**src/sv/rpmc_pkg.sv**
```systemverilog
// Shared types, codes and wall constants for the Prim's maze carver.
package rpmc_pkg;

    typedef logic [5:0] cell_t;
    typedef logic [1:0] dir_t;

    localparam int RAND_W     = 15;
    localparam int OUT_CNT_W  = 10;
    localparam int CFG_IDX_W  = 2;
    localparam int CFG_DATA_W = 6;

    localparam logic [1:0] CMD_RESTART = 2'd0;
    localparam logic [1:0] CMD_CARVE   = 2'd1;
    localparam logic [1:0] CMD_QUERY   = 2'd2;

    localparam logic [CFG_IDX_W-1:0] CFG_COLS = 2'd0;
    localparam logic [CFG_IDX_W-1:0] CFG_ROWS = 2'd1;

    localparam logic [5:0] COLS_RESET = 6'd20;
    localparam logic [4:0] ROWS_RESET = 5'd10;

    localparam dir_t DIR_LEFT  = 2'd0;
    localparam dir_t DIR_RIGHT = 2'd1;
    localparam dir_t DIR_UP    = 2'd2;
    localparam dir_t DIR_DOWN  = 2'd3;

    localparam int    VIS_BIT    = 4;
    localparam int    LISTED_BIT = 5;
    localparam cell_t CELL_RESET = 6'h0F;
    localparam cell_t VISITED    = 6'h10;
    localparam cell_t LISTED     = 6'h20;

    // wall opened in the cell itself
    function automatic logic [3:0] own_wall(input dir_t d);
        logic [3:0] w;
        case (d)
            DIR_LEFT:  w = 4'h8;
            DIR_RIGHT: w = 4'h2;
            DIR_UP:    w = 4'h1;
            default:   w = 4'h4;
        endcase
        return w;
    endfunction

    // facing wall in the neighbor
    function automatic logic [3:0] far_wall(input dir_t d);
        logic [3:0] w;
        case (d)
            DIR_LEFT:  w = 4'h2;
            DIR_RIGHT: w = 4'h8;
            DIR_UP:    w = 4'h4;
            default:   w = 4'h1;
        endcase
        return w;
    endfunction

endpackage

```
**src/sv/rpmc_div.sv**
```systemverilog
// Restoring radix-2 divider returning the remainder, one bit per cycle.
module rpmc_div #(
    parameter int DIVISOR_W = 10
) (
    input  logic                       clk,
    input  logic                       rst_n,
    input  logic                       start,
    input  logic [rpmc_pkg::RAND_W-1:0] dividend,
    input  logic [DIVISOR_W-1:0]       divisor,
    output logic                       done,
    output logic [DIVISOR_W-1:0]       remainder
);

    localparam int CNT_W = $clog2(rpmc_pkg::RAND_W + 1);

    logic [DIVISOR_W:0]             rem_reg;
    logic [rpmc_pkg::RAND_W-1:0]    quo_reg;
    logic [DIVISOR_W-1:0]           dsr_reg;
    logic [CNT_W-1:0]               cnt_reg;
    logic                           busy_reg;
    logic                           done_reg;
    logic [DIVISOR_W:0]             trial;

    assign trial = {rem_reg[DIVISOR_W-1:0], quo_reg[rpmc_pkg::RAND_W-1]};

    always_ff @(posedge clk or negedge rst_n)
    begin
        if (!rst_n)
        begin
            busy_reg <= 1'b0;
            done_reg <= 1'b0;
            cnt_reg  <= '0;
        end
        else if (start)
        begin
            rem_reg  <= '0;
            quo_reg  <= dividend;
            dsr_reg  <= divisor;
            cnt_reg  <= CNT_W'(rpmc_pkg::RAND_W);
            busy_reg <= 1'b1;
            done_reg <= 1'b0;
        end
        else if (busy_reg)
        begin
            if (trial >= {1'b0, dsr_reg})
            begin
                rem_reg <= trial - {1'b0, dsr_reg};
            end
            else
            begin
                rem_reg <= trial;
            end
            quo_reg <= {quo_reg[rpmc_pkg::RAND_W-2:0], 1'b0};
            cnt_reg <= cnt_reg - CNT_W'(1);
            if (cnt_reg == CNT_W'(1))
            begin
                busy_reg <= 1'b0;
                done_reg <= 1'b1;
            end
        end
    end

    assign done      = done_reg;
    assign remainder = rem_reg[DIVISOR_W-1:0];

endmodule

```
**config.mk**
```make
export PLATFORM = sky130hd
export DESIGN_NAME = rpmc_div
export DESIGN_NICKNAME = d
export VERILOG_FILES = /design/src/sv/rpmc_pkg.sv /design/src/sv/rpmc_div.sv
export SDC_FILE = /design/constraint.sdc
export NUM_CORES = 1
export LEC_CHECK = 0
export BUFFER_PORTS_ARGS = -buffer_cell sky130_fd_sc_hd__buf_2
export CORE_MARGIN = 3
export CORE_UTILIZATION = 60
export CTS_CLUSTER_DIAMETER = 80
export DETAILED_ROUTE_END_ITERATION = 7
export PLACE_DENSITY = 0.92
export SLEW_MARGIN = 5
export SYNTH_ARGS = -nofsm -noshare
export SYNTH_HDL_FRONTEND = slang
export SYNTH_SLANG_ARGS = --single-unit
```
**constraint.sdc**
```tcl
create_clock -name clk -period 5.31 [get_ports clk]
set_clock_uncertainty 0.05 [all_clocks]
set_input_delay 0.7965 -clock clk [delete_from_list [all_inputs] [get_ports clk]]
set_output_delay 0.7965 -clock clk [all_outputs]
set_load 0.02 [all_outputs]
```
==> flow_summary.ini <==
[run_status]
status = complete, no violations

[logic_synthesis]
synth_seq_area_share = 0.519
yosysWarnings = 0
synth_top_area_frac = 0.454
synth_ff_type = edfxtp_1
synth.avg_cell_area_um2 = 12.0
synthTopCellsByCount = 35 x edfxtp_1, 16 x nor2_1, 14 x inv_1, 14 x mux2_1, 12 x ha_1
ys_top_cells_by_area = edfxtp_1 45%, mux2_1 6.8%, dfrtp_1 6.5%
ys_types = 47
ys_ff_latch = 41
syn-num-nets = 234
synth_area_um2 = 2310
syn_inst = 193
synth_edf_count = 35
synth_largest_area_cell = edfxtp_1
synth.most_common_cell = edfxtp_1
ys_async_sr_fraction = 0.146

[die]
pin_count = 39
start_util = 0.657
fp.dieArea_um2 = 4640
core_area_um2 = 3520
rows = 21
fp.dieH_um = 68.1
die_w_um = 68.1

[setup_path]
crit_arrival_ns = 2.90
cp_num_buf_inv = 0
end_kind = flip-flop
r2r_slack_ns = 2.48
crit_type = reg -> reg
crit_required_ns = 5.38
slowest_stage = a21oi_2
cp_top_family = compound AO/OA/AOI/OAI gates
path_max_fanout = 11
path_cells = ha_1 -> o211ai_1 -> a21oi_2 -> o2111ai_2 -> a21oi_2 -> mux2_1 -> a211oi_1
worst_setup_path_start_kind = flip-flop
path_common_cell = a21oi_2
critPathMaxStageDelay_ns = 0.60

[route]
drtAntennaViolNets = 0
wl_met1_mm = 1.86
top_layer = met4
dr_wl_met2_mm = 2.23
firstDrtPassIters = 4
drc_errors = 0
vias = 1577
drt_iter0_drc = 81
wl_per_cell_um = 15.8
wl_met3_um = 227
drt-total-wl_mm = 4.37
post_drt_via_cell_ratio = 5.71

[final_layout]
fin_nets = 270
synthToLayoutAreaGrowth_pct = 12.9
largest_reg_flops = 15
seq_area_um2 = 1200
fill_cells = 235
drive_gt1_frac = 0.248
diodes = 0
multiInputGateArea_um2 = 1010
utilization = 0.742

[global_route]
antenna_found_initial = 0
grt_max_degree = 34
grt_pass1_vias = 1522
grt_overflow = 0
grt_use_total = 0.214
grt_pass1_wl_mm = 7.11

[cts]
h-tree-depth = 2
cts_tree = yes
cts_buffers = 5
clock-sinks = 41
cts_setup_buffers = 0
cts_resized = 0
clk_pin_slew_ns = 0.08
root_buffer = clkbuf_8
clk_latency_ns = 0.30
clockBufferDepth = 2
postCtsHoldBufs = 0

[power]
vdd_ir_drop_max_uv = 225
power.leakage_nw = 1.11
powerDensity_nw_per_um2 = 322
finalPower_w = 0.000840

[sta]
slew_headroom = 0.519
hold_viol = 0
slew_violations = 0
tightest_slew_ns = 0.719
fin_tns_setup_ns = 0
period_needed_ns = 2.83
setup_viol = 0
setup_ws_ns = 2.48
finalCritPeriodShare = 0.533
rsz0062_at_grt = no
fmax_mhz = 353

[placement]
routabilityCongestion = 0.840
io_buffers = 38
hpwlAfterDp_mm = 2.99
place_ws_ns = 2.36

[flow_run]
drv_cap = 0

[hold_path]
hp-class = in -> async
## logic make-up after synthesis
kind of cell / after synthesis / share of synthesized area
AOI/OAI and AO/OA: 34 / 0.107
xor gates and xnor gates: 7 / 0.0265
adders and majority gates: 13 / 0.0736
buffers and inverters: 24 / 0.0471
DFF: 41 / 0.519
muxes: 21 / 0.101
and+or+nand+nor: 53 / 0.125
## layout make-up
class / instances / area share
clock buffer: 6 / 0.0316
clock inverter: 2 / 0.00527
inverter: 14 / 0.0201
multi-input combinational: 128 / 0.385
sequential: 41 / 0.460
tap: 46 / 0.0220
timing repair buffer: 39 / 0.0757
## metal layers
metal	global-route usage	vias to the layer above
met4	0.0794	0
met2	0.339	47
li1	-	776
met3	0.0624	7
met5	0	-
met1	0.278	747
## layout by cell type, fill, tap and decap left out, types with 3 or more instances in the layout
cell | synthesis | layout
a211oi_1 | 8 | 8
a21oi_1 | 6 | 6
a21oi_2 | 3 | 3
buf_2 | 0 | 38
clkbuf_8 | 0 | 6
dfrtp_1 | 6 | 6
edfxtp_1 | 35 | 35
ha_1 | 12 | 12
inv_1 | 14 | 14
mux2_1 | 14 | 14
mux2i_1 | 5 | 5
nand2_1 | 8 | 8
nand2b_1 | 8 | 8
nor2_1 | 16 | 16
nor3_1 | 3 | 3
o21ai_0 | 3 | 3
xnor2_1 | 6 | 6
## stage by stage
step | std cells | cell area (um^2) | hold WS (ns)
floorplan | 193 | 2310 | 0.443
global placement | 268 | 2510 | 0.434
detailed placement | 268 | 2510 | 0.463
CTS | 276 | 2610 | 0.377
global route | 276 | 2610 | 0.388
finish | 276 | 2610 | 0.384
## worst register-to-register path, delay by kind of cell, from the launching register on
| kind | cells | cell delay (ns) |
|---|---|---|
| fa+ha+maj | 1 | 0.44 |
| mux | 1 | 0.40 |
| compound gates | 5 | 1.35 |
| flops | 1 | 0.42 |
## power by group
| group | internal [W] | switching [W] |
|---|---|---|
| Combinational | 0.0000996 | 0.000125 |
| Clock | 0.000105 | 0.000107 |
| Sequential | 0.000385 | 0.0000177 |
| Total | 0.000590 | 0.000250 |
## path summary, 6_finish.rpt
path | from | to | cells past startpoint
min in group clk | quo_reg[1] | quo_reg[2] | 1
setup / recovery | rem_reg[3] | rem_reg[0] | 7
setup reg to reg | rem_reg[3] | rem_reg[0] | 7
hold reg to reg | quo_reg[1] | quo_reg[2] | 1
max in group asynchronous | rst_n | busy_reg | 1
hold / removal | rst_n | cnt_reg[2] | 1
Power figures use the tool's default switching activity.
