**config.mk**
```make
export PLATFORM = sky130hd
export DESIGN_NAME = rpmc_ram
export DESIGN_NICKNAME = d
export VERILOG_FILES = /design/src/sv/rpmc_ram.sv
export SDC_FILE = /design/constraint.sdc
export NUM_CORES = 1
export LEC_CHECK = 0
export ABC_AREA = 0
export BUFFER_PORTS_ARGS = -buffer_cell sky130_fd_sc_hd__buf_2
export CAP_MARGIN = 20
export CORE_ASPECT_RATIO = 0.75
export CORE_MARGIN = 5
export CORE_UTILIZATION = 51
export DETAILED_ROUTE_END_ITERATION = 12
export GPL_TIMING_DRIVEN = 0
export MAX_ROUTING_LAYER = met4
export PLACE_DENSITY = 0.83
export REMOVE_ABC_BUFFERS = 1
export SYNTH_ARGS = -nofsm -noshare
export SYNTH_HDL_FRONTEND = slang
export SYNTH_SLANG_ARGS = --single-unit
```
**constraint.sdc**
```tcl
create_clock -name clk -period 1.7 [get_ports clk]
set_input_delay 0.34 -clock clk [delete_from_list [all_inputs] [get_ports clk]]
set_output_delay 0.34 -clock clk [all_outputs]
set_load 0.005 [all_outputs]
```
**src/sv/rpmc_ram.sv**
```systemverilog
// Generic single-write, single-read RAM with registered read data.
module rpmc_ram #(
    parameter int WIDTH = 8,
    parameter int DEPTH = 16
) (
    input  logic                     clk,
    input  logic                     we,
    input  logic [$clog2(DEPTH)-1:0] waddr,
    input  logic [WIDTH-1:0]         wdata,
    input  logic                     re,
    input  logic [$clog2(DEPTH)-1:0] raddr,
    output logic [WIDTH-1:0]         rdata
);

    logic [WIDTH-1:0] mem_reg [DEPTH];
    logic [WIDTH-1:0] rdata_reg;

    always_ff @(posedge clk)
    begin
        if (we)
        begin
            mem_reg[waddr] <= wdata;
        end
        if (re)
        begin
            rdata_reg <= mem_reg[raddr];
        end
    end

    assign rdata = rdata_reg;

endmodule

```
==> results of run 1 <==
## cell type report
cell class	count	area, um2
clock inverters	7	30.0
flip-flops and latches	136	4080
clock buffers	24	452
fillers	736	4210
well taps	136	170
multi-input cells	83	1060
repair buffers	30	166
## worst max-delay path by stage
stage               depth (start not counted)                      end      from  slack [ps]
CTS                                         4       rdata[4]$_DFFE_PP_  raddr[1]          10
floorplan                                   2  mem_reg[0][0]$_DFFE_PP_  waddr[2]        -130
finish                                      3  mem_reg[3][5]$_DFFE_PP_  waddr[2]          30
global placement                            4       rdata[4]$_DFFE_PP_  raddr[0]        -850
detailed placement                          4       rdata[4]$_DFFE_PP_  raddr[0]        -910
global route                                4       rdata[4]$_DFFE_PP_  raddr[0]           3
## synth_stat cells, drive strengths merged
cell	number	area (um2)
edfxtp	136	4080
nor2b	1	6.26
nand3	1	5.00
and2b	1	7.51
nand2	9	33.8
nand2b	2	12.5
buf	7	56.3
nor2	13	48.8
and2	1	6.26
nor3	4	20.0
a22oi	16	120
mux4	32	773
clkdlybuf4s25	3	30.0
or3b	1	8.76
nand3b	2	15.0
## power groups by stage
stage | logic (mW) | registers, mW | clock network (mW)
2_1_floorplan | 0.151 | 3.86 | 0
3_3_place_gp | 0.312 | 3.86 | 0
3_5_place_dp | 0.330 | 3.86 | 0
4_1_cts | 0.332 | 3.80 | 3.07
5_1_grt | 0.355 | 3.80 | 3.23
6_report | 0.329 | 3.80 | 3.03
## routing by layer
layer | vias up | global-route usage | wire length (um)
li1 | 1060 | - | -
met1 | 1265 | 0.232 | 4210
met2 | 109 | 0.245 | 4570
met3 | 16 | 0.0632 | 639
met4 | 0 | 0.0544 | 148
met5 | - | - | 0
## worst max-delay path, stage by stage
cell and delay, ps:
buf_2 120, or3b_2 520, nor2_1 720
## cells by family (layout without fill, tap and decap cells)
logic type / count (synthesis) / in the layout
AOI/OAI and AO/OA: 16 / 16
buffers and inverters: 10 / 61
DFF: 136 / 136
muxes: 32 / 32
and+or+nand+nor: 35 / 35
## per-stage QoR
step,setup slack (ps),hold slack [ps]
CTS,14.9,252
global route,3.44,254
detailed placement,-908,689
finish,29.9,269
global placement,-852,666
floorplan,-133,439
## cell usage in the layout (no fill, tap or decap)
cell / instances
clkbuf_16: 17
and2_1: 1
or3b_2: 1
buf_4: 2
clkbuf_8: 1
nor2_1: 13
nand2_1: 9
nor3_2: 1
nand3_1: 1
a22oi_1: 16
clkinv_2: 3
clkbuf_1: 7
nand3b_1: 2
nor3_1: 3
mux4_2: 18
and2b_1: 1
mux4_1: 14
nand2b_1: 2
nor2b_1: 1
edfxtp_1: 136
clkinv_1: 4
clkbuf_4: 1
buf_2: 26
## what timing repair did
item / 4_1_cts / 5_1_grt
setup endpoints to repair: 8 / 4
cloned: 0 / 0
endpoints found under the hold margin: 0 / 0
gates resized for setup: 2 / 3
==> metrics.md, run 1 <==
| Metric | Value |
|---|---|
| Status | `completed` |
| I/O pin count | `27` |
| Number of standard-cell rows in the floorplan | `32` |
| Via total after detailed routing | `~2500` |
| Number of flip-flops under the largest register name | `between 100 and 150` |
| Global-route wire length before repair | `roughly 15000 um` |
| Unrepaired setup endpoints after global routing | `false` |
| Largest fanout on the critical path | `8` |
| Number of clock sinks seen by CTS | `136` |
| Fin. max-slew vios | `0` |
| Count of max-cap constraint violations | `0` |
| Transition time at the pin with the least slew margin | `just over 900 ps` |
| Path depth of the worst reg2reg path | `3` |
| Last weighted congestion value of the routability-driven placer | `between 0.7 and 0.8` |
| Internal power component | `between 5 and 6 mW` |
| Total chip power | `between 7 and 8 mW` |
| Crit path arrival time | `roughly 1700 ps` |
| Standard cell core area | `10200 um2` |
| XOR/XNOR share of the synthesized area | `0` |
| Number of buffers inserted by port buffering | `26` |
| Final critical-path required period | `1670 ps` |
| Post-layout instance count excluding filler cells | `roughly 420` |
| Fraction of layout cells with a size suffix above 1 | `0.250` |
| Share of synthesized area occupied by flip-flops and latches | `0.781` |
| Wirelength, routed | `9570 um` |
| Peak VDD IR | `between 0.8 and 0.9 mV` |
| Syn Inst Count | `between 200 and 250` |
| HPWL after detailed placement | `between 6000 and 7000 um` |
| Post-cts hold buffer count | `0` |
| Largest net degree at the start of global routing | `33` |
| Finished layout cell area | `~6000 um2` |
| Width of the die | `between 100 and 150 um` |
| End point of the worst hold path | `rdata[5]$_DFFE_PP_` |
| Avg WL per Cell | `roughly 23 um` |
| DR DRC count | `0` |
| Seq pwr share | `0.531` |
| Unique masters post-synth | `18` |
| P&R area growth vs syn | `14.1%` |
| Clock group share of total power | `0.423` |
| Class of the tightest hold or removal check | `in -> reg` |
| Switch share | `0.198` |
| Layout Utilization | `0.586` |
| Endpoint of the lowest-slack register-to-register path | `rdata[4]$_DFFE_PP_` |
| Antenna violations before repair | `0` |
| Placement Cell Area | `5470 um2` |
| Fmax | `about 0.6 GHz` |
| Net switching component of the power | `between 1 and 1.5 mW` |
| Sum of negative setup slack | `0 ps` |
| Synthesized area per cell | `~23 um2` |
| Complex-gate fraction of the synthesized area | `0.0230` |
| Worst Path Required | `~1700 ps` |
| Adder and majority cell fraction of the synthesized area | `0` |
| Fraction of power consumed by combinational cells | `0.046` |
| Worst reg2reg path startpoint | `mem_reg[9][4]$_DFFE_PP_` |
| Clk root buf | `clkbuf_16` |
| Slew Limit Headroom | `0.388` |
| Detail Route Antenna Nets | `0` |
| All-layer global routing usage | `0.172` |
| Later-pin clock latency in the skew report | `between 400 and 500 ps` |
| Number of cells after detailed placement | `~390` |
| Number of CTS-inserted buffers | `17` |
| Total Nets Final | `~290` |
| Hold depth | `1` |
| Post-route clock period utilization | `0.982` |
| Warnings, synthesis | `0` |
| Total power density per cell area | `1200 nW/um2` |
| Startpoint kind of the worst setup timing path | `input port` |
| Slack of the worst reg-to-reg path | `around 110 ps` |
| Hold_sp | `re` |
| Leakage power of the design | `1.97 nW` |
| Worst Path Class, Setup | `in -> reg` |
| Die area | `between 10000 and 15000 um2` |
| Clock slew at reported path FFs | `~50 ps` |
| Setup-violating endpoint count in the final report | `0` |
| Number of flip-flops and latches in the synthesized netlist | `136` |
| TritonRoute pass-1 iters | `5` |
| Grt total ovfl | `0` |
| Post-synthesis instance area | `around 5200 um2` |
| Worst Clk Skew | `approximately 6.6 ps` |
| Antenna Diode Count | `0` |
| H-Tree Depth | `4` |
| Starting DRT DRC Count | `between 300 and 400` |
| Via-per-instance ratio | `roughly 6` |
| Endpoint type of the worst setup path | `register` |
| Chip Height | `approximately 98 um` |
| Initial standard-cell utilization of the core | `0.514` |
| Post-CTS Setup Inserts | `0` |
| CTS tree | `done` |
| Simple-Gate Fraction of Synth Area | `0.0314` |
| Number of buffers on the longest clock path | `2` |
| Vias in the first global route | `around 2600` |
| Final Hold Viols | `0` |
| Largest family of logic cells by synthesized area | `multiplexers` |
| Multiplexer share of the synthesized area | `0.148` |
No activity file was read; power rests on OpenSTA's default activity.
==> inputs of run 2 (changes only) <==
--- a/config.mk
+++ b/config.mk
@@ -8,13 +8,15 @@
 export ABC_AREA = 0
 export BUFFER_PORTS_ARGS = -buffer_cell sky130_fd_sc_hd__buf_2
 export CAP_MARGIN = 20
+export CELL_PAD_IN_SITES_DETAIL_PLACEMENT = 1
+export CELL_PAD_IN_SITES_GLOBAL_PLACEMENT = 2
 export CORE_ASPECT_RATIO = 0.75
 export CORE_MARGIN = 5
-export CORE_UTILIZATION = 51
+export CORE_UTILIZATION = 43
 export DETAILED_ROUTE_END_ITERATION = 12
 export GPL_TIMING_DRIVEN = 0
 export MAX_ROUTING_LAYER = met4
-export PLACE_DENSITY = 0.83
+export PLACE_DENSITY = 0.86
 export REMOVE_ABC_BUFFERS = 1
 export SYNTH_ARGS = -nofsm -noshare
 export SYNTH_HDL_FRONTEND = slang
==> metrics.md, run 2 (synthesized netlist as in run 1, its figures left out) <==
| Metric | Value |
|---|---|
| Status | `completed` |
| Class of the tightest hold or removal check | `in -> reg` |
| Final critical-path required period | `around 1700 ps` |
| Post-route clock period utilization | `0.975` |
| Via-per-instance ratio | `around 5.5` |
| I/O pin count | `27` |
| Fin. max-slew vios | `0` |
| Die area | `~14000 um2` |
| Clk root buf | `clkbuf_16` |
| Avg WL per Cell | `approximately 24 um` |
| Detail Route Antenna Nets | `0` |
| Slowest CP cell | `nor2_1` |
| Finished layout cell area | `6030 um2` |
| Commonest non-fill, non-tap cells in the layout | `136 x edfxtp_1, 25 x buf_2, 18 x mux4_2` |
| Number of cells after detailed placement | `roughly 410` |
| Setup-violating endpoint count in the final report | `0` |
| Number of CTS-inserted buffers | `17` |
| Fraction of power consumed by combinational cells | `0.046` |
| Switch share | `0.206` |
| Length of routed met2 wiring | `about 5000 um` |
| Net switching component of the power | `between 1.5 and 2 mW` |
| CTS tree | `done` |
| Last weighted congestion value of the routability-driven placer | `around 0.74` |
| Vias in the first global route | `around 2600` |
| Placement Cell Area | `5500 um2` |
| Internal power component | `approximately 6 mW` |
| Final Hold Viols | `0` |
| Post-cts hold buffer count | `0` |
| Number of buffers on the longest clock path | `2` |
| Starting DRT DRC Count | `roughly 150` |
| Global-route wire length before repair | `around 16000 um` |
| Post-CTS Setup Inserts | `0` |
| Clock group share of total power | `0.442` |
| Leakage power of the design | `about 2 nW` |
| Chip Height | `105 um` |
| Worst Path Class, Setup | `in -> reg` |
| Number of standard-cell rows in the floorplan | `34` |
| Number of buffers inserted by port buffering | `26` |
| Antenna violations before repair | `0` |
| Fraction of layout cells with a size suffix above 1 | `0.265` |
| Unrepaired setup endpoints after global routing | `true` |
| Detail Route met3 WL | `a little over 600 um` |
| Peak VDD IR | `1.11 mV` |
| Transition time at the pin with the least slew margin | `between 800 and 900 ps` |
| Number of clock sinks seen by CTS | `between 100 and 150` |
| Startpoint kind of the worst setup timing path | `input port` |
| Post-layout instance count excluding filler cells | `roughly 440` |
| Max layer used | `met4` |
| Sum of negative setup slack | `0 ps` |
| TritonRoute pass-1 iters | `4` |
| Met1 Routed Length | `~4800 um` |
| Hold WS | `between 200 and 300 ps` |
| Standard cell core area | `between 10000 and 15000 um2` |
| Crit path arrival time | `1700 ps` |
| All-layer global routing usage | `0.163` |
| Number of fill cells in the layout | `~1100` |
| Slack of the worst reg-to-reg path | `about 150 ps` |
| Leading cell type in the layout, fill and taps excluded | `edfxtp_1` |
| Number of flip-flops under the largest register name | `around 130` |
| Fmax | `0.603 GHz` |
| Later-pin clock latency in the skew report | `approximately 420 ps` |
| HPWL after detailed placement | `6550 um` |
| Antenna Diode Count | `0` |
| P&R area growth vs syn | `15.4%` |
| H-Tree Depth | `4` |
| Wirelength, routed | `between 10000 and 15000 um` |
| Initial standard-cell utilization of the core | `0.445` |
| Count of max-cap constraint violations | `0` |
| Largest net degree at the start of global routing | `33` |
| Largest fanout on the critical path | `8` |
| Endpoint type of the worst setup path | `register` |
| Total Nets Final | `285` |
| Worst Clk Skew | `4.44 ps` |
| Total power density per cell area | `~1200 nW/um2` |
| Width of the die | `137 um` |
| Slowest stage delay, CP | `between 600 and 700 ps` |
| Number of cells upsized or downsized after cts | `3` |
| Slew Limit Headroom | `0.403` |
| Grt total ovfl | `0` |
| Via total after detailed routing | `2406` |
| Worst Path Required | `around 1700 ps` |
| Sequence of cells on the critical path | `buf_2 > or3b_2 > nor2_1` |
| DR DRC count | `0` |
| Clock slew at reported path FFs | `around 50 ps` |
| Seq pwr share | `0.513` |
## run 2: cell types whose count changed in the layout (fill, tap and decap cells not counted), sizes merged
cell      change
clkinvlp      +2
buf           -1
bufinv        +1
clkinv        +2
clkbuf        -5
## run 2: layout make-up
type,instances,area [um2],share of cell area
flip-flops and latches,136,4080,0.677
repair buffers,28,151,0.0251
multi-input cells,83,1070,0.178
clock buffers,20,437,0.0724
well taps,162,203,0.0336
clock inverters,12,85.1,0.0141
## run 2: path summary, 6_finish.rpt
check,from,depth (start not counted),to
max,waddr[2],3,mem_reg[3][3]$_DFFE_PP_
min,re,1,rdata[4]$_DFFE_PP_
max reg2reg,mem_reg[1][1]$_DFFE_PP_,3,rdata[1]$_DFFE_PP_
min reg2reg,mem_reg[14][7]$_DFFE_PP_,3,rdata[7]$_DFFE_PP_
## run 2: critical path, delay by kind of cell
family | cells | cell delay, ps
and+or+nand+nor | 2 | 1230
buffers and inverters | 1 | 120
## run 2: power groups by stage
stage                     sequential, mW  clock [mW]  combinational (mW)
after floorplan                     3.86           0               0.151
after global placement              3.86           0               0.322
after detailed placement            3.87           0               0.341
after CTS                           3.80        3.31               0.346
after global routing                3.80        3.49               0.369
final                               3.80        3.27               0.338
## run 2: stage by stage
step           power (mW)   util  setup WS, ps
4_1_cts              7.46  0.514          19.8
6_report             7.40  0.514          42.4
2_1_floorplan        4.01      -          -133
3_5_place_dp         4.21  0.468          -856
5_1_grt              7.66  0.514         -16.7
3_3_place_gp         4.18  0.466          -837
## run 2: routing by layer
layer | track usage | vias up
met5 | - | -
met4 | 0.0577 | 0
met3 | 0.0543 | 12
met2 | 0.233 | 76
met1 | 0.220 | 1261
li1 | - | 1057
==> inputs of run 3 (changes only) <==
--- a/config.mk
+++ b/config.mk
@@ -12,11 +12,11 @@
 export CELL_PAD_IN_SITES_GLOBAL_PLACEMENT = 2
 export CORE_ASPECT_RATIO = 0.75
 export CORE_MARGIN = 5
-export CORE_UTILIZATION = 43
+export CORE_UTILIZATION = 51
 export DETAILED_ROUTE_END_ITERATION = 12
 export GPL_TIMING_DRIVEN = 0
 export MAX_ROUTING_LAYER = met4
-export PLACE_DENSITY = 0.86
+export PLACE_DENSITY = 0.94
 export REMOVE_ABC_BUFFERS = 1
 export SYNTH_ARGS = -nofsm -noshare
 export SYNTH_HDL_FRONTEND = slang
==> constraint.sdc (replaced) <==
create_clock -name clk -period 2.1 [get_ports clk]
set_input_delay 0.42 -clock clk [delete_from_list [all_inputs] [get_ports clk]]
set_output_delay 0.42 -clock clk [all_outputs]
set_load 0.005 [all_outputs]
==> metrics.md, run 3 (synthesized netlist as in run 1, its figures left out) <==
| Metric | Value |
|---|---|
| TritonRoute pass-1 iters | `4` |
| Hold_sp | `re` |
| Commonest non-fill, non-tap cells in the layout | `136 x edfxtp_1, 25 x buf_2, 18 x mux4_2` |
| Wirelength, routed | `roughly 11000 um` |
| Post-route clock period utilization | `0.934` |
| Fraction of layout cells with a size suffix above 1 | `0.265` |
| Slowest CP cell | `nor3_1` |
| Antenna violations before repair | `0` |
| Avg WL per Cell | `roughly 26 um` |
| Length of routed met2 wiring | `roughly 5600 um` |
| Endpoint of the lowest-slack register-to-register path | `rdata[1]$_DFFE_PP_` |
| Slack of the worst reg-to-reg path | `around 500 ps` |
| Status | `completed` |
| Worst Clk Skew | `between 9 and 10 ps` |
| Combined buffer and inverter count along the critical path | `2` |
| Largest net degree at the start of global routing | `33` |
| DR DRC count | `0` |
| Hold depth | `1` |
| Starting DRT DRC Count | `around 170` |
| Final critical-path required period | `roughly 2000 ps` |
| Antenna Diode Count | `0` |
| Met1 Routed Length | `4420 um` |
| Last weighted congestion value of the routability-driven placer | `between 0.7 and 0.8` |
| Count of max-cap constraint violations | `0` |
| Largest fanout on the critical path | `5` |
| Max layer used | `met4` |
| Total Nets Final | `286` |
| Worst reg2reg path startpoint | `mem_reg[9][1]$_DFFE_PP_` |
| Vias in the first global route | `~2700` |
| Sequence of cells on the critical path | `buf_2 > or3b_2 > nor3_1 > buf_4` |
| Startpoint kind of the worst setup timing path | `input port` |
| Slowest stage delay, CP | `about 700 ps` |
| Clock slew at reported path FFs | `50 ps` |
| Via total after detailed routing | `~2400` |
| Later-pin clock latency in the skew report | `between 400 and 500 ps` |
| P&R area growth vs syn | `16.0%` |
| Leakage power of the design | `between 2 and 2.5 nW` |
| CTS tree | `done` |
| Worst Path Class, Setup | `in -> reg` |
| Worst Path Required | `roughly 2200 ps` |
| Global-route wire length before repair | `between 15000 and 20000 um` |
| Detail Route met3 WL | `around 710 um` |
| Fmax | `0.510 GHz` |
| Cell type group with the largest total delay on the critical path | `simple AND/OR/NAND/NOR gates` |
| Final Hold Viols | `0` |
| Total chip power | `approximately 6.3 mW` |
| Setup-violating endpoint count in the final report | `0` |
| Die area | `12400 um2` |
| Post-cts hold buffer count | `0` |
| Slew Limit Headroom | `0.290` |
| Unrepaired setup endpoints after global routing | `false` |
| All-layer global routing usage | `0.192` |
| I/O pin count | `27` |
| Fin. max-slew vios | `0` |
| Chip Height | `97.7 um` |
| Path depth of the worst reg2reg path | `3` |
| Sum of negative setup slack | `0 ps` |
| Endpoint type of the worst setup path | `register` |
| Standard cell core area | `about 10000 um2` |
| Clk root buf | `clkbuf_16` |
| Grt total ovfl | `0` |
| End point of the worst hold path | `rdata[1]$_DFFE_PP_` |
| Transition time at the pin with the least slew margin | `~1100 ps` |
| Number of standard-cell rows in the floorplan | `32` |
| Total power density per cell area | `1050 nW/um2` |
| Crit path arrival time | `between 2000 and 2500 ps` |
| Number of clock sinks seen by CTS | `about 140` |
| Post-CTS Setup Inserts | `0` |
| Detail Route Antenna Nets | `0` |
| Peak VDD IR | `roughly 0.66 mV` |
| Number of CTS-inserted buffers | `17` |
| Width of the die | `~130 um` |
| Initial standard-cell utilization of the core | `0.514` |
| Leading cell type in the layout, fill and taps excluded | `edfxtp_1` |
| Number of buffers on the longest clock path | `2` |
| Via-per-instance ratio | `around 6` |
| H-Tree Depth | `4` |
| Class of the tightest hold or removal check | `in -> reg` |
| Number of flip-flops under the largest register name | `roughly 130` |
| Number of buffers inserted by port buffering | `26` |
| HPWL after detailed placement | `~7000 um` |
run 3: what timing repair did:
action / in CTS / in global routing
endpoints found under the setup margin: 6 / 0
endpoints found under the hold margin: 0 / 0
gates resized for setup: 1 / 0
run 3: final cells by class:
class / count / area, um2
multi-input combinational: 83 / 1060
tap: 136 / 170
fill: 870 / 4100
sequential: 136 / 4080
clock inverter: 9 / 150
timing repair buffer: 29 / 155
clock buffer: 22 / 444
run 3: worst max path at each step:
stage	endpoint	cells past startpoint	slack (ps)	startpoint
2_1_floorplan	mem_reg[0][0]$_DFFE_PP_	2	190	waddr[2]
3_3_place_gp	rdata[3]$_DFFE_PP_	4	-520	raddr[0]
3_5_place_dp	rdata[3]$_DFFE_PP_	4	-550	raddr[0]
4_1_cts	mem_reg[0][1]$_DFFE_PP_	4	120	waddr[2]
5_1_grt	mem_reg[0][1]$_DFFE_PP_	4	130	waddr[2]
6_report	mem_reg[0][7]$_DFFE_PP_	4	140	waddr[2]
run 3: stage by stage:
stage / instance area [um2] / util / setup WS [ps] / hold slack (ps) / cells
after floorplan: 5140 / - / 187 / 519 / 219
after global placement: 5440 / 0.535 / -521 / 741 / 381
after detailed placement: 5470 / 0.538 / -551 / 750 / 384
after CTS: 6070 / 0.596 / 117 / 343 / 415
after global routing: 6070 / 0.596 / 132 / 349 / 415
final: 6070 / 0.596 / 139 / 357 / 415
run 3: power breakdown:
| group | leakage, nW | total (mW) | internal [mW] | switching [mW] |
|---|---|---|---|---|
| clock | 0.286 | 3.00 | 1.97 | 1.03 |
| sequential | 1.24 | 3.08 | 3.06 | 0.0161 |
| combinational | 0.491 | 0.269 | 0.107 | 0.163 |
run 3: worst register-to-register path: stages (launching register included):
cell and delay [ps]:
edfxtp_1 380, mux4_1 550, a22oi_1 270, nand2_1 120
run 3: layer usage:
metal  global-route usage  vias to the layer above
met5                    -                        -
met4               0.0610                        0
met3               0.0500                        7
met2                0.298                       76
met1                0.252                     1296
li1                     -                     1058
